**src/sv/rmq_pkg.sv**
```systemverilog
// Package for the rotation matrix to quaternion pipeline.
// Holds the sample format, derived widths, branch codes, sideband types and the output clamp.
// Has no dependencies.
`default_nettype none
package rmq_pkg;

    localparam int SAMPLE_WIDTH = 16;
    localparam int FRAC_BITS    = SAMPLE_WIDTH - 2;
    localparam int TW           = SAMPLE_WIDTH + 3;
    localparam int DW           = SAMPLE_WIDTH + 1;
    localparam int RAD_W        = 2 * SAMPLE_WIDTH;
    localparam int SQ_W         = RAD_W + 1;
    localparam int NUM_W        = 2 * SAMPLE_WIDTH;
    localparam int DEN_W        = SAMPLE_WIDTH + 1;
    localparam int REM_W        = NUM_W + 1;
    localparam int SQ_N         = SAMPLE_WIDTH;
    localparam int DIV_N        = SAMPLE_WIDTH;
    localparam int LATENCY      = SQ_N + DIV_N + 3;

    typedef enum logic [1:0] {
        BR_X = 2'd0,
        BR_Y = 2'd1,
        BR_Z = 2'd2,
        BR_W = 2'd3
    } t_branch;

    typedef struct packed {
        t_branch                  branch;
        logic signed [DW-1:0]     d0;
        logic signed [DW-1:0]     d1;
        logic signed [DW-1:0]     d2;
    } t_side;

    typedef struct packed {
        t_branch                      branch;
        logic [2:0]                   neg;
        logic                         azero;
        logic [SAMPLE_WIDTH-1:0]      big;
    } t_dside;

    function automatic logic signed [SAMPLE_WIDTH-1:0] sat_quot(
        input logic [SAMPLE_WIDTH-1:0] q,
        input logic                    ovf,
        input logic                    neg,
        input logic                    azero
    );
        logic [SAMPLE_WIDTH:0]         qe;
        logic signed [SAMPLE_WIDTH-1:0] r;
        qe = {1'b0, q};
        if (azero) begin
            r = '0;
        end else if (!neg) begin
            if (ovf || q[SAMPLE_WIDTH-1]) begin
                r = {1'b0, {(SAMPLE_WIDTH-1){1'b1}}};
            end else begin
                r = q;
            end
        end else begin
            if (ovf || (qe > ((SAMPLE_WIDTH+1)'(1) << (SAMPLE_WIDTH-1)))) begin
                r = {1'b1, {(SAMPLE_WIDTH-1){1'b0}}};
            end else begin
                r = SAMPLE_WIDTH'(-qe);
            end
        end
        return r;
    endfunction

endpackage
`default_nettype wire

```
**src/sv/rmq_div.sv**
```systemverilog
// Pipelined restoring divider, one quotient bit per register stage, with overflow flag.
// Depends on rmq_pkg.
`default_nettype none
module rmq_div import rmq_pkg::*; (
    input  wire                     i_clk,
    input  wire                     i_rst_n,
    input  wire                     i_valid,
    input  wire [NUM_W-1:0]         i_num,
    input  wire [DEN_W-1:0]         i_den,
    output logic                    o_valid,
    output logic [SAMPLE_WIDTH-1:0] o_quot,
    output logic                    o_ovf
);

    logic                    w_valid [0:DIV_N];
    logic [REM_W-1:0]        w_rem   [0:DIV_N];
    logic [DEN_W-1:0]        w_den   [0:DIV_N];
    logic [SAMPLE_WIDTH-1:0] w_quot  [0:DIV_N];
    logic                    w_ovf   [0:DIV_N];

    assign w_valid[0] = i_valid;
    assign w_rem[0]   = REM_W'(i_num);
    assign w_den[0]   = i_den;
    assign w_quot[0]  = '0;
    assign w_ovf[0]   = REM_W'(i_num) >= (REM_W'(i_den) << DIV_N);

    for (genvar k = 0; k < DIV_N; k++) begin : g_stage
        localparam int J = DIV_N - 1 - k;
        logic [REM_W-1:0]        sh, n_rem;
        logic [SAMPLE_WIDTH-1:0] n_quot;
        logic                    r_valid, r_ovf;
        logic [REM_W-1:0]        r_rem;
        logic [DEN_W-1:0]        r_den;
        logic [SAMPLE_WIDTH-1:0] r_quot;

        always_comb begin
            sh     = REM_W'(w_den[k]) << J;
            n_rem  = w_rem[k];
            n_quot = w_quot[k];
            if (w_rem[k] >= sh) begin
                n_rem     = w_rem[k] - sh;
                n_quot[J] = 1'b1;
            end
        end

        always_ff @(posedge i_clk) begin
            if (!i_rst_n) begin
                r_valid <= 1'b0;
            end else begin
                r_valid <= w_valid[k];
            end
            r_rem  <= n_rem;
            r_den  <= w_den[k];
            r_quot <= n_quot;
            r_ovf  <= w_ovf[k];
        end

        assign w_valid[k+1] = r_valid;
        assign w_rem[k+1]   = r_rem;
        assign w_den[k+1]   = r_den;
        assign w_quot[k+1]  = r_quot;
        assign w_ovf[k+1]   = r_ovf;
    end

    assign o_valid = w_valid[DIV_N];
    assign o_quot  = w_quot[DIV_N];
    assign o_ovf   = w_ovf[DIV_N];

endmodule
`default_nettype wire

```
**config.mk**
```make
export PLATFORM = sky130hd
export DESIGN_NAME = rmq_div
export DESIGN_NICKNAME = d
export VERILOG_FILES = /design/src/sv/rmq_pkg.sv /design/src/sv/rmq_div.sv
export SDC_FILE = /design/constraint.sdc
export NUM_CORES = 2
export LEC_CHECK = 0
export ABC_AREA = 1
export BUFFER_PORTS_ARGS = -buffer_cell sky130_fd_sc_hd__buf_4
export CAP_MARGIN = 20
export CORE_MARGIN = 3
export CORE_UTILIZATION = 27
export CTS_CLUSTER_DIAMETER = 30
export CTS_CLUSTER_SIZE = 25
export DETAILED_ROUTE_END_ITERATION = 8
export PLACE_DENSITY_LB_ADDON = 0.3
export SLEW_MARGIN = 20
export SYNTH_ARGS = -nofsm -noshare
export SYNTH_HDL_FRONTEND = slang
export SYNTH_SLANG_ARGS = --single-unit
```
**constraint.sdc**
```tcl
create_clock -name i_clk -period 4.47 [get_ports i_clk]
set_input_delay 0.447 -clock i_clk [delete_from_list [all_inputs] [get_ports i_clk]]
set_output_delay 0.447 -clock i_clk [all_outputs]
set_load 0.005 [all_outputs]
```
# --- Word level (Yosys, flattened, before mapping) ---
# Cells that the tools add are included.
word_totals:
  mem_count: 0
  mem_bits_rw: 0
  ff_bits: 918
  latchBits: 0
  romBits: 0
  out_inout_bits: 18
op_classes:
  reduce_logical: 0
  n_div: 0
  n_addsub: 15
  multipliers: 0
  order_cmp: 17
  mux: 16
  eq_ne: 0
  n_shift: 0
  bitwise: 0
op_table:
  columns: ["op", "n"]
  rows:
  - ["$mux W33", 14]
  - ["$ge A32 B33 Y1", 1]
  - ["$ge A33 B17 Y1", 1]
  - ["$ge A33 B18 Y1", 1]
  - ["$ge A33 B19 Y1", 1]
  - ["$ge A33 B20 Y1", 1]
  - ["$ge A33 B21 Y1", 1]
  - ["$ge A33 B22 Y1", 1]
  - ["$ge A33 B23 Y1", 1]
  - ["$ge A33 B24 Y1", 1]
  - ["$ge A33 B25 Y1", 1]
  - ["$ge A33 B26 Y1", 1]
  - ["$ge A33 B27 Y1", 1]
  - ["$ge A33 B28 Y1", 1]
  - ["$ge A33 B29 Y1", 1]
  - ["$ge A33 B30 Y1", 1]
  - ["$ge A33 B31 Y1", 1]
  - ["$sub A32 B32 Y33", 1]
  - ["$sub A33 B18 Y33", 1]
  - ["$sub A33 B19 Y33", 1]
  - ["$sub A33 B20 Y33", 1]
  - ["$sub A33 B21 Y33", 1]
  - ["$sub A33 B22 Y33", 1]
  - ["$sub A33 B23 Y33", 1]
  - ["other kinds (11)", 11]

# --- Longest topological paths before layout ---
logic_depth:
  word_depth: 2
  ltp_mapped: 16

# --- Least setup slack after synthesis ---
# No wires, ideal clock.
synth_path:
  path_kind: "input to register"
  from: "input port i_num[15]"
  to: "register g_stage[0].r_rem[32]"
  slack_ns: 2.342
  arrival_time_ns: 2.064
  stages: 13
  cell_sequence: "inv_1 ha_1 fa_1 o21ai_2 nand2_1 nand2_1 nand2_1 nand2_1 nand2_1 nand2_1 buf_4 nand2_1 nor2_1"
synth_between:
  elab_chain_len: 1
synth_rtl:
  columns: ["item", "line_no", "source"]
  rows:
  - ["from (decl)", "rmq_div.sv:8", "input wire [NUM_W-1:0] i_num,"]
  - ["$sub A32 B32 Y33 or $ge A32 B32 Y1 (tied branches)", "rmq_div.sv:41, rmq_div.sv:40", null]
  - ["to (signal assigned)", "rmq_div.sv:52", "r_rem <= n_rem;"]
  - ["to (decl)", "rmq_div.sv:32", "logic [REM_W-1:0] r_rem;"]
# Parallel ways exist; a longest one is shown, timed or not.
# A chain may end at the register's enable or synchronous reset.

# --- Worst setup path after layout ---
layout_path:
  from: "register g_stage[7].r_rem[7]"
  to: "register g_stage[8].r_rem[31]"
layout_between:
  elab_chain_len: 2
layout_rtl:
  columns: ["item", "line_no", "source"]
  rows:
  - ["from (decl)", "rmq_div.sv:32", null]
  - ["from (signal assigned)", "rmq_div.sv:52", null]
  - ["$sub A33 B24 Y33 or $ge A33 B24 Y1 (tied branches)", "rmq_div.sv:41, rmq_div.sv:40", null]
  - ["$mux W33 *", "rmq_div.sv:40", "if (w_rem[k] >= sh) begin"]
  - ["via g_stage[8].n_rem[31]", "rmq_div.sv:29", "logic [REM_W-1:0] sh, n_rem;"]
  - ["to (signal assigned)", "rmq_div.sv:52", null]
  - ["to (decl)", "rmq_div.sv:32", null]
# Mark *: on every way through the listed nets, which the timed path passes. The rest lies on a longest branch.

==> summary.md <==
| Metric | Value |
|---|---|
| Final instance area | 0.05737 mm^2 |
| Placed cell count | 8962 |
| Library cell with the highest instance count after synthesis | sky130_fd_sc_hd__nand2_1 |
| IR Drop Worst-Case VDD | 429.6 uV |
| Via count of the first global-routing pass | 40161 |
| Syn nets | 7096 |
| Overall routing resource usage | ~16% |
| H-tree Lvls | 4 |
| Number of vias per cell | about 4.5 |
| Number of nets in the finished design | 7383 |
| Kind of end point of the critical path | register |
| Routability-driven placement congestion ratio | 0.9239 |
| Critical-path maximum fanout | 22 |
| Power Dens Cells | 789.2 mW/mm^2 |
| Area taken by flip-flops and latches | 0.01838 mm^2 |
| Die Area | 0.1755 mm^2 |
| Multi-input combinational cell area | 0.02305 mm^2 |
| Number of enable flip-flop cells after synthesis | 0 |
| Cell at the root of the clock tree | sky130_fd_sc_hd__clkbuf_16 |
| Wire length per cell | approximately 15 um |
| Share of final-layout standard cells stronger than drive strength 1 | under 10% |
| Port Buf Inserts | about 70 |
| Critical path arrival | 3.87 ns |
| Area overhead of the layout relative to synthesis | 24.59% |
| Die height | 419.0 um |
| Critical path's most frequent cell | sky130_fd_sc_hd__nand2_1 |
| Achievable clock frequency | 0.3042 GHz |
| DRC violations left | 0 |
| Clock Skews | ~0.090 ns |
| Final clock period utilization by the worst path | 73.55% |
| Antenna Violating Nets Remaining | 0 |
| Async set or reset register ratio after synthesis | 0% |
| Sinks on the clock net | ~920 |
| Final-report hold violation count | 0 |
| Die boundary width | 419.0 um |
| Number of antenna violations at the first check in global routing | 2 |
| CTS Buf Count | 216 |
| Buffer and inverter count on the worst path | 4 |
| Portion of synthesized cell area occupied by the leading cell type | 39.91% |
| TritonCTS clock tree | done |
| Clock slew at reported path FFs | 0.05 ns |
| Dominant delay contributor by cell family on the critical path | simple AND/OR/NAND/NOR gates |
| Max Cap Violations | 0 |
| Detailed placement HPWL | 115.2 mm |
| Critical Path, Cell by Cell | inv_1 > ha_1 > fa_1 > inv_1 > nand3_1 > nand2_1 > nand2_1 > nand2_1 > nand2_1 > nand2_1 > nand2_2 > nand3_2 > buf_4 > inv_2 > a21oi_1 |
| Sum of negative setup slack | 0 ns |
| Wire length of the first global-routing pass | 220.7 mm |
| Crit path max-delay cell type | sky130_fd_sc_hd__fa_1 |
| Min-Delay Path Class | input pin to register |
| # IOs | 70 |
| Effective utilization at floorplan | a little over a quarter |
| Filler cell count | 17807 |
| Synthesized flop and latch total | about 920 |
| Routed Wire Length | 142.8 mm |
| Area of the core | 0.1683 mm^2 |
| Post-synth top area cell | sky130_fd_sc_hd__dfxtp_1 |
| Count of buffers added by post-CTS timing repair for setup | 0 |
| Starting DRT DRC Count | 3241 |
| Overflow left after global routing | 0 |
| Latest clock arrival within the worst-skew pair | 0.82 ns |
| Start-to-end type of the worst setup path | register to register |
| Required time at the endpoint of the critical path | 5.06 ns |
| Final Max Slew Viols | 0 |
| Count of warnings emitted by yosys | 0 |
| Final core area utilization | between 30% and 40% |
| Number of search-and-repair iterations in the first detailed-routing pass | 7 |
| Pin slew with the least headroom to its limit | 1.075 ns |
| Maximum number of pins on one net before global-route repair | 38 |
| Predominant post-synthesis flop cell | sky130_fd_sc_hd__dfxtp_1 |
| # rows | 150 |
| Category of the worst setup path launch point | register |
| Unrepaired setup endpoints after global routing | false |
| Cell count after synthesis | 6741 |
| Number of setup violations in the final report | 0 |
| Buffer levels on the longest clock path | 3 |
| Max-slew headroom | 28.34% |
| Final period demand of the worst path | 3.288 ns |
| Cell area after synthesis | roughly 0.046 mm^2 |
| Total vias in the final route | 42096 |
| Outcome | finished clean |
| Count of different cell masters after synthesis | between 40 and 50 |
| Cell types with the highest counts after synthesis | 2397 x sky130_fd_sc_hd__nand2_1, 1121 x sky130_fd_sc_hd__inv_1, 918 x sky130_fd_sc_hd__dfxtp_1, 564 x sky130_fd_sc_hd__nor2_1, 431 x sky130_fd_sc_hd__nand3_1 |
| Max incr delay on CP | 0.43 ns |
| Post-layout instance count excluding filler cells | 9424 |
| Main area contributors after synthesis | sky130_fd_sc_hd__dfxtp_1 40%, sky130_fd_sc_hd__nand2_1 20%, sky130_fd_sc_hd__inv_1 9.1% |
| Sequential-to-total area share from yosys stat | 39.91% |
| Leakage | 29.48 nW |
| Synthesized area per cell | 6.830 um^2 |
| Area of placed instances | 0.04898 mm^2 |
stage by stage:
| stage | power (mW) | setup slack (ns) | hold WS (ns) |
|---|---|---|---|
| global route | 48.67 | 0.8623 | 0.2312 |
| detailed placement | 28.81 | 1.290 | 0.3121 |
| CTS | 45.52 | 1.184 | 0.2001 |
| finish | 45.27 | 1.182 | 0.2788 |
| global placement | 28.80 | 1.283 | 0.3099 |
| floorplan | 23.95 | 2.342 | 0.3096 |
state kept, by name (all words and copies together) (netlist names):
signal           count
g_stage.r_quot     120
g_stage.r_rem      495
g_stage.r_valid     15
g_stage.r_ovf       15
o_ovf                1
o_quot              16
o_valid              1
g_stage.r_den      255
routing by layer:
metal,GRT usage [%],vias to the layer above,share of wire [%]
met1,21.51,19058,47
li1,-,21619,-
met3,3.635,246,6.7
met2,24.98,1173,43
met4,5.516,0,2.9
met5,0,-,0
worst register-to-register path, cell delays in order (launching register included):
cell	delay, ns
sky130_fd_sc_hd__dfxtp_1	0.30
sky130_fd_sc_hd__inv_1	0.05
sky130_fd_sc_hd__ha_1	0.24
sky130_fd_sc_hd__fa_1	0.43
sky130_fd_sc_hd__inv_1	0.14
sky130_fd_sc_hd__nand3_1	0.08
sky130_fd_sc_hd__nand2_1	0.19
sky130_fd_sc_hd__nand2_1	0.08
sky130_fd_sc_hd__nand2_1	0.13
sky130_fd_sc_hd__nand2_1	0.07
sky130_fd_sc_hd__nand2_1	0.12
sky130_fd_sc_hd__nand2_2	0.11
sky130_fd_sc_hd__nand3_2	0.17
sky130_fd_sc_hd__buf_4	0.28
sky130_fd_sc_hd__inv_2	0.25
sky130_fd_sc_hd__a21oi_1	0.43
layout make-up:
type	instances	area share (%)
clock inverter	130	3.302
clock buffer	278	10.39
multi-input combinational	4636	40.18
inverter	1128	7.381
antenna	2	0.008724
sequential	918	32.04
tap	2204	4.807
timing repair buffer	128	1.902
cells by family after synthesis:
| logic type | after synthesis | synth area share, % |
|---|---|---|
| flops | 918 | 39.91 |
| simple gates | 3704 | 33.20 |
| fa+ha+maj | 303 | 8.478 |
| xor+xnor | 149 | 2.834 |
| compound gates | 480 | 5.519 |
| buf+inv | 1187 | 10.05 |
power breakdown:
| part | internal [mW] | total (mW) | switching, mW |
|---|---|---|---|
| Sequential | 10.5 | 12.3 | 1.75 |
| Clock | 11.2 | 16.3 | 5.13 |
| Combinational | 5.60 | 16.7 | 11.1 |
cell usage in the layout, fill, tap and decap left out, types with 11 or more instances in the layout:
cell,Yosys,final
sky130_fd_sc_hd__clkinvlp_4,0,22
sky130_fd_sc_hd__inv_1,1121,1121
sky130_fd_sc_hd__ha_1,288,288
sky130_fd_sc_hd__nand4_1,140,140
sky130_fd_sc_hd__nand2_1,2397,2397
sky130_fd_sc_hd__dfxtp_1,918,918
sky130_fd_sc_hd__xnor2_1,19,19
sky130_fd_sc_hd__xor2_1,130,130
sky130_fd_sc_hd__bufinv_16,0,30
sky130_fd_sc_hd__clkbuf_8,0,32
sky130_fd_sc_hd__clkinv_4,0,24
sky130_fd_sc_hd__nor3_1,76,76
sky130_fd_sc_hd__clkbuf_1,4,30
sky130_fd_sc_hd__clkinv_2,0,29
sky130_fd_sc_hd__fa_1,15,15
sky130_fd_sc_hd__nor4_1,11,11
sky130_fd_sc_hd__o21ai_0,93,93
sky130_fd_sc_hd__nor2_1,564,564
sky130_fd_sc_hd__dlygate4sd3_1,0,52
sky130_fd_sc_hd__nand3_1,431,431
sky130_fd_sc_hd__buf_4,15,76
sky130_fd_sc_hd__o21bai_1,31,31
sky130_fd_sc_hd__a21oi_1,333,332
sky130_fd_sc_hd__clkbuf_16,0,216
worst paths after layout:
path / start / to / slack [ns] / cells past startpoint
setup / recovery: g_stage[7].r_rem[7] / g_stage[8].r_rem[31] / 1.18 / 15
hold / removal: i_den[13] / g_stage[0].r_den[13] / 0.28 / 2
setup reg to reg: g_stage[7].r_rem[7] / g_stage[8].r_rem[31] / 1.18 / 15
hold reg to reg: g_stage[9].r_den[3] / g_stage[10].r_den[3] / 0.30 / 0
repair_timing:
| action | 4_1_cts | 5_1_grt |
|---|---|---|
| endpoints found under the hold margin | 65 | 0 |
| hold buffers | 52 | 0 |
| resized for setup | 0 | 0 |
Power figures use the tool's default switching activity.
