`src/sv/rmq_pkg.sv`:
```
// Package for the rotation matrix to quaternion pipeline.
// Holds the sample format, derived widths, branch codes, sideband types and the output clamp.
// Has no dependencies.
`default_nettype none
package rmq_pkg;

    localparam int SAMPLE_WIDTH = 16;
    localparam int FRAC_BITS    = SAMPLE_WIDTH - 2;
    localparam int TW           = SAMPLE_WIDTH + 3;
    localparam int DW           = SAMPLE_WIDTH + 1;
    localparam int RAD_W        = 2 * SAMPLE_WIDTH;
    localparam int SQ_W         = RAD_W + 1;
    localparam int NUM_W        = 2 * SAMPLE_WIDTH;
    localparam int DEN_W        = SAMPLE_WIDTH + 1;
    localparam int REM_W        = NUM_W + 1;
    localparam int SQ_N         = SAMPLE_WIDTH;
    localparam int DIV_N        = SAMPLE_WIDTH;
    localparam int LATENCY      = SQ_N + DIV_N + 3;

    typedef enum logic [1:0] {
        BR_X = 2'd0,
        BR_Y = 2'd1,
        BR_Z = 2'd2,
        BR_W = 2'd3
    } t_branch;

    typedef struct packed {
        t_branch                  branch;
        logic signed [DW-1:0]     d0;
        logic signed [DW-1:0]     d1;
        logic signed [DW-1:0]     d2;
    } t_side;

    typedef struct packed {
        t_branch                      branch;
        logic [2:0]                   neg;
        logic                         azero;
        logic [SAMPLE_WIDTH-1:0]      big;
    } t_dside;

    function automatic logic signed [SAMPLE_WIDTH-1:0] sat_quot(
        input logic [SAMPLE_WIDTH-1:0] q,
        input logic                    ovf,
        input logic                    neg,
        input logic                    azero
    );
        logic [SAMPLE_WIDTH:0]         qe;
        logic signed [SAMPLE_WIDTH-1:0] r;
        qe = {1'b0, q};
        if (azero) begin
            r = '0;
        end else if (!neg) begin
            if (ovf || q[SAMPLE_WIDTH-1]) begin
                r = {1'b0, {(SAMPLE_WIDTH-1){1'b1}}};
            end else begin
                r = q;
            end
        end else begin
            if (ovf || (qe > ((SAMPLE_WIDTH+1)'(1) << (SAMPLE_WIDTH-1)))) begin
                r = {1'b1, {(SAMPLE_WIDTH-1){1'b0}}};
            end else begin
                r = SAMPLE_WIDTH'(-qe);
            end
        end
        return r;
    endfunction

endpackage
`default_nettype wire

```
`src/sv/rmq_sqrt.sv`:
```
// Pipelined integer square root, one result bit per register stage.
// Carries the branch sideband alongside. Depends on rmq_pkg.
`default_nettype none
module rmq_sqrt import rmq_pkg::*; (
    input  wire                     i_clk,
    input  wire                     i_rst_n,
    input  wire                     i_valid,
    input  wire [RAD_W-1:0]         i_rad,
    input  t_side                   i_side,
    output logic                    o_valid,
    output logic [SAMPLE_WIDTH-1:0] o_root,
    output t_side                   o_side
);

    logic            w_valid [0:SQ_N];
    logic [SQ_W-1:0] w_x     [0:SQ_N];
    logic [SQ_W-1:0] w_res   [0:SQ_N];
    t_side           w_side  [0:SQ_N];

    assign w_valid[0] = i_valid;
    assign w_x[0]     = SQ_W'(i_rad);
    assign w_res[0]   = '0;
    assign w_side[0]  = i_side;

    for (genvar k = 0; k < SQ_N; k++) begin : g_stage
        localparam logic [SQ_W-1:0] BIT = SQ_W'(1) << (2 * (SQ_N - 1 - k));
        logic [SQ_W-1:0] sum, n_x, n_res;
        logic            r_valid;
        logic [SQ_W-1:0] r_x, r_res;
        t_side           r_side;

        always_comb begin
            sum = w_res[k] + BIT;
            if (w_x[k] >= sum) begin
                n_x   = w_x[k] - sum;
                n_res = (w_res[k] >> 1) + BIT;
            end else begin
                n_x   = w_x[k];
                n_res = w_res[k] >> 1;
            end
        end

        always_ff @(posedge i_clk) begin
            if (!i_rst_n) begin
                r_valid <= 1'b0;
            end else begin
                r_valid <= w_valid[k];
            end
            r_x    <= n_x;
            r_res  <= n_res;
            r_side <= w_side[k];
        end

        assign w_valid[k+1] = r_valid;
        assign w_x[k+1]     = r_x;
        assign w_res[k+1]   = r_res;
        assign w_side[k+1]  = r_side;
    end

    assign o_valid = w_valid[SQ_N];
    assign o_root  = w_res[SQ_N][SAMPLE_WIDTH-1:0];
    assign o_side  = w_side[SQ_N];

endmodule
`default_nettype wire

```
`config.mk`:
```
export PLATFORM = sky130hd
export DESIGN_NAME = rmq_sqrt
export DESIGN_NICKNAME = d
export VERILOG_FILES = /design/src/sv/rmq_pkg.sv /design/src/sv/rmq_sqrt.sv
export SDC_FILE = /design/constraint.sdc
export NUM_CORES = 1
export LEC_CHECK = 0
export BUFFER_PORTS_ARGS = -buffer_cell sky130_fd_sc_hd__buf_2
export CAP_MARGIN = 20
export CELL_PAD_IN_SITES_DETAIL_PLACEMENT = 2
export CELL_PAD_IN_SITES_GLOBAL_PLACEMENT = 2
export CORE_MARGIN = 5
export CORE_UTILIZATION = 42
export DETAILED_ROUTE_END_ITERATION = 10
export PLACE_DENSITY = 0.82
export SLEW_MARGIN = 20
export SYNTH_ARGS = -nofsm -noshare
export SYNTH_HDL_FRONTEND = slang
export SYNTH_SLANG_ARGS = --single-unit
```
`constraint.sdc`:
```
create_clock -name i_clk -period 3.46 [get_ports i_clk]
set_input_delay 0.173 -clock i_clk [delete_from_list [all_inputs] [get_ports i_clk]]
set_output_delay 0.173 -clock i_clk [all_outputs]
set_load 0.005 [all_outputs]
```
---- Yosys cells after proc, flatten, opt, wreduce, memory -nomap -nowiden ----
Cells that the tools add are included.
cells by class
  add/sub/neg operators ................... 45
  $mul .................................... 0
  divide/modulo/power cells ............... 0
  order comparisons ....................... 16
  equal/unequal tests ..................... 0
  shift-type cells ........................ 0
  multiplexer cells ....................... 31
  bitwise operators ....................... 0
  reductions and logical operators ........ 0
operator list
  operator                  count
  $ge A33 B33 Y1            14
  $mux W33                  14
  $mux W32                  14
  $sub A33 B33 Y33          13
  $mux W31                  2
  $add A32 B11 Y33 const B  1
  $add A32 B13 Y33 const B  1
  $add A32 B15 Y33 const B  1
  $add A32 B17 Y33 const B  1
  $add A32 B19 Y33 const B  1
  $add A32 B21 Y33 const B  1
  $add A32 B23 Y33 const B  1
  $add A32 B25 Y33 const B  1
  $add A32 B27 Y33 const B  1
  $add A32 B3 Y33 const B   1
  $add A32 B5 Y33 const B   1
  $add A32 B7 Y33 const B   1
  $add A32 B9 Y33 const B   1
  $add A33 B1 Y33 const B   1
  $add A33 B11 Y33 const B  1
  $add A33 B13 Y33 const B  1
  $add A33 B15 Y33 const B  1
  $add A33 B17 Y33 const B  1
  $add A33 B19 Y33 const B  1
  other kinds (16)          16
word-level totals
  bits in registers ....................... 1,868
  bits in latches ......................... 0
  memory bits (writable) .................. 0
  ROM bits ................................ 0
  input port bits ......................... 88
  output and inout bits ................... 70
  word-level logic and storage cells ...... 218
  memories kept ........................... 0

---- Depth between registers and ports, before layout ----
Gate-level depths: netlist of the first run.
  depth after elaboration ................. 3
  depth in mapped cells ................... 13
  depth with buffers taken out ............ 10

---- Worst setup path before layout of the first run ----
No wires, ideal clock.
  kind .................................... register to register
  from .................................... register g_stage[13].r_res[5]
  to ...................................... register g_stage[14].r_x[31]
  arrival ................................. 2,598 ps
  required time ........................... 3,342 ps
  setup slack ............................. 744 ps
  stages on the path, launching flop included .. 12
  path buffers ............................ 1
  clock period less this slack ............ 2,716 ps
  cells stage by stage .................... dfxtp_1 inv_1 ha_1 o21ai_0 a22o_1 nor3_1 or4_1 clkbuf_1 a31oi_2 inv_2 and4_1 xor2_1
between the ends
  cells in the longest elaborated chain, start to end .. 3
ends and longest elaborated chain
  what                                                RTL line                        text
  start: declaration                                  rmq_sqrt.sv:29                  logic [SQ_W-1:0] r_x, r_res;
  start signal: assignment                            rmq_sqrt.sv:50                  r_res <= n_res;
  $add A33 B3 Y33 *                                   rmq_sqrt.sv:33                  sum = w_res[k] + BIT;
  $sub A33 B33 Y33 or $ge A33 B33 Y1 (tied branches)  rmq_sqrt.sv:35, rmq_sqrt.sv:34
  $mux W33 *                                          rmq_sqrt.sv:34                  if (w_x[k] >= sum) begin
  named net g_stage[14].n_x[31]                       rmq_sqrt.sv:27                  logic [SQ_W-1:0] sum, n_x, n_res;
  end signal: assignment                              rmq_sqrt.sv:49                  r_x <= n_x;
  end: declaration                                    rmq_sqrt.sv:29
Mark *: on every way through the listed nets, which the timed path passes. The rest lies on a longest branch.
A chain may end at the register's enable or synchronous reset.

---- Worst setup path in the final report of the first run ----
  from .................................... register g_stage[8].r_res[14]
  to ...................................... register g_stage[9].r_x[14]
between the ends
  cells in the longest elaborated chain, start to end .. 3
ends and longest elaborated chain
  what                                                RTL line
  start: declaration                                  rmq_sqrt.sv:29
  start signal: assignment                            rmq_sqrt.sv:50
  $add A33 B13 Y33 *                                  rmq_sqrt.sv:33
  $sub A33 B33 Y33 or $ge A33 B33 Y1 (tied branches)  rmq_sqrt.sv:35, rmq_sqrt.sv:34
  $mux W33 *                                          rmq_sqrt.sv:34
  named net g_stage[9].n_x[14]                        rmq_sqrt.sv:27
  end signal: assignment                              rmq_sqrt.sv:49
  end: declaration                                    rmq_sqrt.sv:29
Marks and branches as above.

==> results of run 1 <==
[flip-flops by register name (all words and copies together), names as in the netlist]
| register | count |
|---|---|
| g_stage.r_res | 136 |
| o_side | 53 |
| g_stage.r_side | 795 |
| g_stage.r_valid | 15 |
| o_valid | 1 |
| g_stage.r_x | 495 |
[layer usage]
metal  part of all wire, %  GRT usage (%)
met5                     0              0
met4                   4.3           9.17
met3                   3.0           3.50
met2                    57           40.6
met1                    36           19.4
[synthesized netlist by cell type (6+ instances only)]
| cell | number | share of area, % |
|---|---|---|
| sky130_fd_sc_hd__nand2_1 | 114 | 1.0 |
| sky130_fd_sc_hd__nand3b_1 | 11 | 0.20 |
| sky130_fd_sc_hd__a31o_2 | 7 | 0.15 |
| sky130_fd_sc_hd__nand4b_1 | 14 | 0.30 |
| sky130_fd_sc_hd__clkbuf_1 | 19 | 0.17 |
| sky130_fd_sc_hd__or2_2 | 15 | 0.23 |
| sky130_fd_sc_hd__nand3_1 | 32 | 0.39 |
| sky130_fd_sc_hd__mux2_2 | 15 | 0.41 |
| sky130_fd_sc_hd__nor2_1 | 136 | 1.2 |
| sky130_fd_sc_hd__a31oi_1 | 7 | 0.11 |
| sky130_fd_sc_hd__a21o_1 | 26 | 0.48 |
| sky130_fd_sc_hd__o21a_1 | 34 | 0.62 |
| sky130_fd_sc_hd__a211oi_1 | 7 | 0.13 |
| sky130_fd_sc_hd__and2_1 | 30 | 0.46 |
| sky130_fd_sc_hd__o21ai_0 | 112 | 1.4 |
| sky130_fd_sc_hd__ha_1 | 150 | 4.6 |
| sky130_fd_sc_hd__xnor2_1 | 119 | 2.5 |
| sky130_fd_sc_hd__inv_1 | 193 | 1.8 |
| sky130_fd_sc_hd__a21boi_0 | 13 | 0.24 |
| sky130_fd_sc_hd__mux2i_1 | 6 | 0.15 |
| sky130_fd_sc_hd__o21bai_1 | 6 | 0.11 |
| sky130_fd_sc_hd__nand2b_1 | 32 | 0.49 |
| sky130_fd_sc_hd__buf_2 | 9 | 0.11 |
| sky130_fd_sc_hd__or4_1 | 17 | 0.31 |
| sky130_fd_sc_hd__a21oi_1 | 120 | 1.5 |
| sky130_fd_sc_hd__xor2_1 | 83 | 1.8 |
| sky130_fd_sc_hd__o31ai_1 | 21 | 0.38 |
| sky130_fd_sc_hd__nor4b_1 | 12 | 0.26 |
| sky130_fd_sc_hd__nor2b_1 | 24 | 0.37 |
| sky130_fd_sc_hd__dfxtp_1 | 1495 | 73 |
| sky130_fd_sc_hd__nor4_1 | 88 | 1.3 |
| sky130_fd_sc_hd__and3_1 | 11 | 0.17 |
| sky130_fd_sc_hd__o211ai_1 | 9 | 0.16 |
| sky130_fd_sc_hd__nand4_1 | 35 | 0.53 |
| sky130_fd_sc_hd__nor3_1 | 68 | 0.83 |
| sky130_fd_sc_hd__or3_1 | 30 | 0.46 |
[area by class of cell]
class                      instances  area (µm²)
clock buffer                     214        4330
clock inverter                    60         938
fill                            9161       47000
inverter                         194         728
multi-input combinational       1471       10200
sequential                      1495       29900
tap                             1276        1600
timing repair buffer             285        2000
[cells in the final DEF, fill, tap and decap left out, types with 36 or more instances in the layout]
master and count:
sky130_fd_sc_hd__a21oi_1 120, sky130_fd_sc_hd__buf_2 157, sky130_fd_sc_hd__xor2_1 83, sky130_fd_sc_hd__dlygate4sd3_1 100, sky130_fd_sc_hd__o21ai_0 112, sky130_fd_sc_hd__inv_1 193
sky130_fd_sc_hd__nand2_1 114, sky130_fd_sc_hd__xnor2_1 119, sky130_fd_sc_hd__clkbuf_16 149, sky130_fd_sc_hd__ha_1 150, sky130_fd_sc_hd__nor4_1 88, sky130_fd_sc_hd__clkbuf_8 36
sky130_fd_sc_hd__nor3_1 68, sky130_fd_sc_hd__nor2_1 136, sky130_fd_sc_hd__dfxtp_1 1495
[final timing paths]
path                               start                      to  slack, ns  cells after the start
setup / recovery    g_stage[8].r_res[14]      g_stage[9].r_x[14]       0.13                     10
hold / removal                  i_rad[8]       g_stage[0].r_x[8]       0.06                      2
setup reg to reg    g_stage[8].r_res[14]      g_stage[9].r_x[14]       0.13                     10
hold reg to reg   g_stage[13].r_side[43]  g_stage[14].r_side[43]       0.31                      0
[worst max-delay path: stages (launching register included)]
cell and delay, ns:
sky130_fd_sc_hd__dfxtp_1 0.38, sky130_fd_sc_hd__inv_1 0.07, sky130_fd_sc_hd__ha_1 0.35, sky130_fd_sc_hd__o21a_1 0.17
sky130_fd_sc_hd__or4_1 0.47, sky130_fd_sc_hd__and2_1 0.20, sky130_fd_sc_hd__o21ai_0 0.34, sky130_fd_sc_hd__o2111ai_2 0.61
sky130_fd_sc_hd__buf_4 0.40, sky130_fd_sc_hd__nor2_1 0.13, sky130_fd_sc_hd__a21oi_1 0.08
[cell families after synthesis]
logic type | Yosys count
DFF | 1495
adders and majority gates | 150
AOI/OAI and AO/OA | 401
xor gates and xnor gates | 202
buffers and inverters | 227
muxes | 21
and+or+nand+nor | 697
[what timing repair did]
action	in CTS	in global routing
hold buffers	100	0
resized for setup	0	1
endpoints found under the setup margin	0	3
endpoints found under the hold margin	103	0
[per-stage QoR]
stage                     hold slack, ns  worst slack, ns  total power [W]
final                             0.0600            0.131           0.0449
after global routing              0.0304          0.00126           0.0471
after CTS                        0.00113           0.0805           0.0455
after detailed placement           0.277            0.167           0.0278
after global placement             0.275            0.273           0.0274
after floorplan                    0.201            0.744           0.0255
[where the power goes]
group	leakage [nW]	switching (W)	internal, W
combinational	6.66	0.00371	0.00294
clock	2.57	0.00692	0.0102
sequential	12.6	0.00167	0.0195
==> results, run 1 <==
- The run finished with clean final reports.
- For this run, the total global-route usage over all layers was measured as 20.0%.
- Detailed routing inserted a total of 24033 vias.
- Between clock sinks in the finished design, the worst skew comes to 0.0281 ns.
- The count of port buffers added during placement is 157.
- For this run, the leading register cell type out of synthesis is sky130_fd_sc_hd__dfxtp_1.
- Along the worst path, the maximum fanout reaches 20.
- The class of the tightest hold or removal check is in -> reg.
- The register bit total from synthesis is 1495.
- The fraction of layout instances using a drive strength above 1 is 13.0%.
- The number of clock buffers added by TritonCTS is 148.
- The die outline width is 322 µm.
- The first global-routing pass estimated 163000 µm of wire.
- The final RePlAce weighted congestion is 0.839.
- The setup fix buffers added after clock tree synthesis is 0.
- The routed design could run at a clock period as short as 3.33 ns.
- The arrival time at the worst endpoint is 3.96 ns.
- The clock tree buffer depth is 3.
- The number of flops mapped to enable cells by yosys is 0.
- Summing the areas of all compound-gate instances in the mapped netlist gives 6.03% of the synthesized area.
- For this design the static power due to leakage is 21.8 nW.
- The net count of the mapped netlist is 3431.
- The DRC violation total after the first TritonRoute iteration is 732.
- The design area is 0.0497 mm².
- The floorplan step defined a die boundary enclosing 0.104 mm².
- The count of final max-slew check failures is 0.
- After floorplanning, the core was divided into 114 placement rows.
- The antenna violation net count after detailed routing is 0.
- The final count of hold timing violations is 0.
- The count of yosys warnings during synthesis is 0.
- For the worst-skew pair, the clock arrives at the later sink with an insertion delay of 0.76 ns.
- The total power per unit cell area is 904 mW/mm².
- The cell area that synthesis handed to floorplanning was 0.0410 mm².
- The final number of setup-violating endpoints is 0.
- The fraction of synthesized cell area in xor and xnor cells is 4.32%.
- After synthesis, the netlist uses 75 different library cells.
- The worst setup path is captured at a register.
- Dividing the detail-routed wire length by the instance count gives 20.7 µm.
- The post-synthesis adder-cell area fraction is 4.58%.
- The number of top-level pins is 158.
- The overall overflow remaining after global route is 0.
- The worst path uses 96.2% of the clock period.
- The synthesized netlist cell count is 3193.
- The data required time at the worst endpoint is 4.09 ns.
- The final routed wirelength across all metal layers is 103000 µm.
- Sequential cells were found to cover 73.0% of the synthesized design area.
- Relative to the synthesized area, the layout overhead comes to 21.2%.
- Multiplexer cells account for 0.559% of the synthesized area.
- The total inserted antenna cells is 0.
- In the routed design, unresolved DRC markers number 0.
- The synthesized-area fraction occupied by and/or/nand/nor cells is 9.29%.
- The placeable core region is 0.0967 mm².
- After synthesis, the largest family of logic cells by area is simple AND/OR/NAND/NOR gates.
- The cell total after placement is 4621.
- The tree is rooted in a sky130_fd_sc_hd__clkbuf_16.
- In the synthesized netlist the async set-or-reset flop fraction comes to 0%.
- Across the VDD grid, the largest voltage drop is 0.529 mV.
- In this run the number of H-tree levels came out at 4.
- The die boundary height is 322 µm.
- The pin count of the biggest net entering global routing is 26.
- The TritonCTS clock tree is built.
- The number of max-cap violations is 0.
- After clock tree synthesis, the clock-pin slew on the worst setup and hold paths is 0.07 ns.
- Derived from the worst setup path, the maximum achievable clock frequency is 300 MHz.
- After detailed placement, the total cell area comes to 0.0434 mm².
- The worst setup path is launched from a register.
- For the final routed database, the setup TNS stands at 0 ns.
- Cells fill 51.4% of the core in the end.
- The mean cell area of the mapped netlist is 12.8 µm².
- The number of global-route vias before repair is 28657.
- The headroom to the max-slew limit is 35.8%.
- Setup repair after global routing left no endpoint under its margin.
- The setup path with the least slack is of type reg -> reg.
- The initial utilization of the core area, before any placement, comes to 42.4%.
- The per-cell via count in the routed design is 4.81.
- The HPWL after detailed placement is 62400 µm.
- The pre-antenna-repair detailed-routing pass consisted of 4 iterations.
- The actual slew at the worst max-slew pin is 0.964 ns.
- The number of antenna violations at the first check in global routing is 0.
- The final non-filler cell total is 4995.
- The number of clock sinks is 1495.
- At the end of the flow, the number of nets in the layout was 3833.
(Power assumes the default switching activity.)
==> run 2, diff against run 1 <==
==> constraint.sdc (replaced) <==
create_clock -name i_clk -period 3.46 [get_ports i_clk]
set_input_delay 0.692 -clock i_clk [delete_from_list [all_inputs] [get_ports i_clk]]
set_output_delay 0.692 -clock i_clk [all_outputs]
set_load 0.005 [all_outputs]
==> run 2 against run 1 <==
Global-route usage is 0.42 points lower; first-iteration DRC count is 2.6% higher; register-to-register slack hardly changed; critical path depth stayed put; sequential cell count stayed put; sequential power hardly changed; die area stayed put; combinational power is 0.8% lower; non-clock buffer count is 41 lower; cell count is 0.82% lower; core utilization is 0.42 points lower; setup slack worse by 0.0011 ns; critical path type unchanged.
==> results, run 2 (synthesis gave the netlist of run 1 again) <==
- The TritonCTS clock tree is built.
- The data required time at the worst endpoint was 4.09 ns (about the same).
- The total power is 0.0448 W (-0.21%).
- The clock edge transition at the registers on the reported setup and hold paths is 0.07 ns (about the same).
- The DRC violations left is 0 (unchanged).
- The final layout net count is 3792 (-1.1%).
- The delay of the slowest cell on the worst path was 0.60 ns (about the same).
- The placeable core region is 0.0967 mm² (unchanged).
- The number of top-level pins is 158 (unchanged).
- The arrival time at the worst endpoint is 3.96 ns (about the same).
- The number of global-route vias before repair is 28327 (-1.2%).
- Setup repair after global routing left no endpoint under its margin.
- The area enclosed by the die boundary is 0.104 mm² (unchanged).
- The headroom to the max-slew limit was 36.0% (+0.27 points).
- The clock tree buffer depth is 3 (unchanged).
- The final routed wirelength across all metal layers is 101000 µm (-2.0%).
- The estimated wirelength of the detail-placed design is 62400 µm (unchanged).
- The design area is 0.0493 mm² (-0.83%).
- The wire length of the first global-routing pass is 160000 µm (-1.8%).
- The maximum fanout along the worst path is 20 (unchanged).
- The worst hold path belongs to the class in -> reg.
- The number of max-cap violations is 0 (unchanged).
- The number of standard-cell rows in the floorplan is 114 (unchanged).
- The cell at the slowest stage of the critical path is sky130_fd_sc_hd__o2111ai_2.
- The leakage power of the design is 21.6 nW (-0.79%).
- The final RePlAce weighted congestion is 0.839 (unchanged).
- The achievable clock frequency is 300 MHz (about the same).
- The number of vias in the routed layout was 23859 (-0.72%).
- The area used by multi-input combinational logic is 0.0102 mm² (unchanged).
- The routed length per instance is 20.4 µm (-1.2%).
- The post-synthesis to final-layout area growth is 20.2%.
- The die boundary height is 322 µm (unchanged).
- The portion of the clock cycle consumed by the worst path in the final layout came to 96.2% (about the same).
- The fraction of layout instances using a drive strength above 1 was 13.1% (+0.14 points).
- The actual slew at the worst max-slew pin is 0.960 ns (-0.00398 ns).
- In the layout the commonest cells are sky130_fd_sc_hd__dfxtp_1, sky130_fd_sc_hd__inv_1, sky130_fd_sc_hd__buf_2, sky130_fd_sc_hd__ha_1, sky130_fd_sc_hd__clkbuf_16.
- The pin count of the biggest net entering global routing is 26 (unchanged).
- The antenna violation net count after detailed routing came to 0 (unchanged).
- The H-tree depth is 4 (unchanged).
- The worst hold slack after final layout was 0.0644 ns (+0.00441 ns).
- The library cell used most frequently in the layout, excluding fill and tap cells, is sky130_fd_sc_hd__dfxtp_1.
- The source-to-sink clock delay at the later pin of the worst-skew pair is 0.76 ns (about the same).
- The final number of setup-violating endpoints is 0 (unchanged).
- The effective utilization at floorplan is 42.4% (unchanged).
- The nature of the critical path endpoint is a register.
- The flip-flop count of the largest register, all copies and words added came to 795 (unchanged).
- The count of final max-slew check failures was 0 (unchanged).
- Ranked by flip-flop count, first place goes to g_stage.r_side.
- The total power per unit cell area is 910 mW/mm² (+0.62%).
- The count of port buffers added during placement was 157 (unchanged).
- The critical path goes through inv_1, ha_1, o21a_1, or4_1, and2_1, o21ai_0, o2111ai_2, buf_4, nor2_1, a21oi_1.
- The run finished with clean final reports.
- The cell sitting at the root of the clock tree is a sky130_fd_sc_hd__clkbuf_16.
- The per-cell via count in the routed design is 4.82 (about the same).
- The sequential cell area is 0.0299 mm² (unchanged).
- The worst setup path is launched from a register.
- The overall overflow remaining after global route was 0 (unchanged).
- The DRC violation total after the first TritonRoute iteration was 751 (+2.6%).
- The die outline width was 322 µm (unchanged).
- The setup skew after layout is 0.0266 ns (-0.00144 ns).
- The setup fix buffers added after clock tree synthesis is 0 (unchanged).
- The worst setup slack before clock tree synthesis is 0.167 ns (unchanged).
- The number of clock sinks is 1495 (unchanged).
- The number of fill cells is 9210 (+0.53%).
- The final-layout setup total negative slack is 0 ns (unchanged).
- The total inserted antenna cells was 0 (unchanged).
- The TritonCTS buffer count is 148 (unchanged).
- The final count of hold timing violations is 0 (unchanged).
- The worst voltage drop across the vdd grid is 0.495 mV (-6.5%).
- By startpoint and endpoint, the worst setup path is classified as reg -> reg.
- The largest registers in the layout are g_stage.r_side x795, g_stage.r_x x495, g_stage.r_res x136.
- The length of the first detailed-routing pass in iterations is 4 (unchanged).
- The total cell area at the placement stage is 0.0434 mm² (unchanged).
- The least setup slack across all paths after layout is 0.130 ns (-0.00111 ns).
- The global-route total usage across every layer came to 19.6% (-0.42 points).
- The post-layout minimum cycle time is 3.33 ns (+0.00111 ns).
- The number of antenna violations at the first check in global routing was 0 (unchanged).
-- run 2: routing by layer --
layer  track usage, %  vias up  routed length, µm
met5                0        -                  0
met4             8.94        0               4350
met3             3.46      243               3020
met2             39.7      412              57500
met1             19.0    11711              36300
li1                 -    11493                  -
-- run 2: where the power goes --
part	switching, W	leakage, nW	internal (W)
clock	0.00687	2.57	0.0102
sequential	0.00167	12.6	0.0195
combinational	0.00369	6.49	0.00291
-- run 2: timing repair --
action                                  CTS  global route
endpoints found under the setup margin    0             3
hold buffers                             59             0
endpoints found under the hold margin    59             0
resized for setup                         0             1
-- run 2: cell type report --
cell class,count,share of cell area [%]
sequential,1495,60.7
multi-input combinational,1471,20.6
clock buffer,214,8.79
tap,1276,3.24
timing repair buffer,244,3.22
clock inverter,60,1.90
inverter,194,1.48
-- run 2: final timing paths --
kind,startpoint,to,slack [ns],cells past startpoint
worst min-delay path,i_rad[4],g_stage[0].r_x[4],0.06,1
worst max-delay path,g_stage[8].r_res[14],g_stage[9].r_x[14],0.13,10
worst min register to register,g_stage[13].r_side[43],g_stage[14].r_side[43],0.31,0
worst max register to register,g_stage[8].r_res[14],g_stage[9].r_x[14],0.13,10
-- run 2: critical path, delay by kind of cell (launching register included) --
family                   cells  cell delay (ns)
buffers and inverters        2             0.47
AND/OR/NAND/NOR              3             0.80
adder cells (fa/ha/maj)      1             0.35
AO/OA/AOI/OAI                4             1.20
flip-flops                   1             0.38
-- run 2: stage by stage --
stage | instances | util (%)
floorplan | 3193 | -
global placement | 4621 | 44.9
detailed placement | 4621 | 44.9
CTS | 4954 | 50.9
global route | 4954 | 50.9
finish | 4954 | 50.9
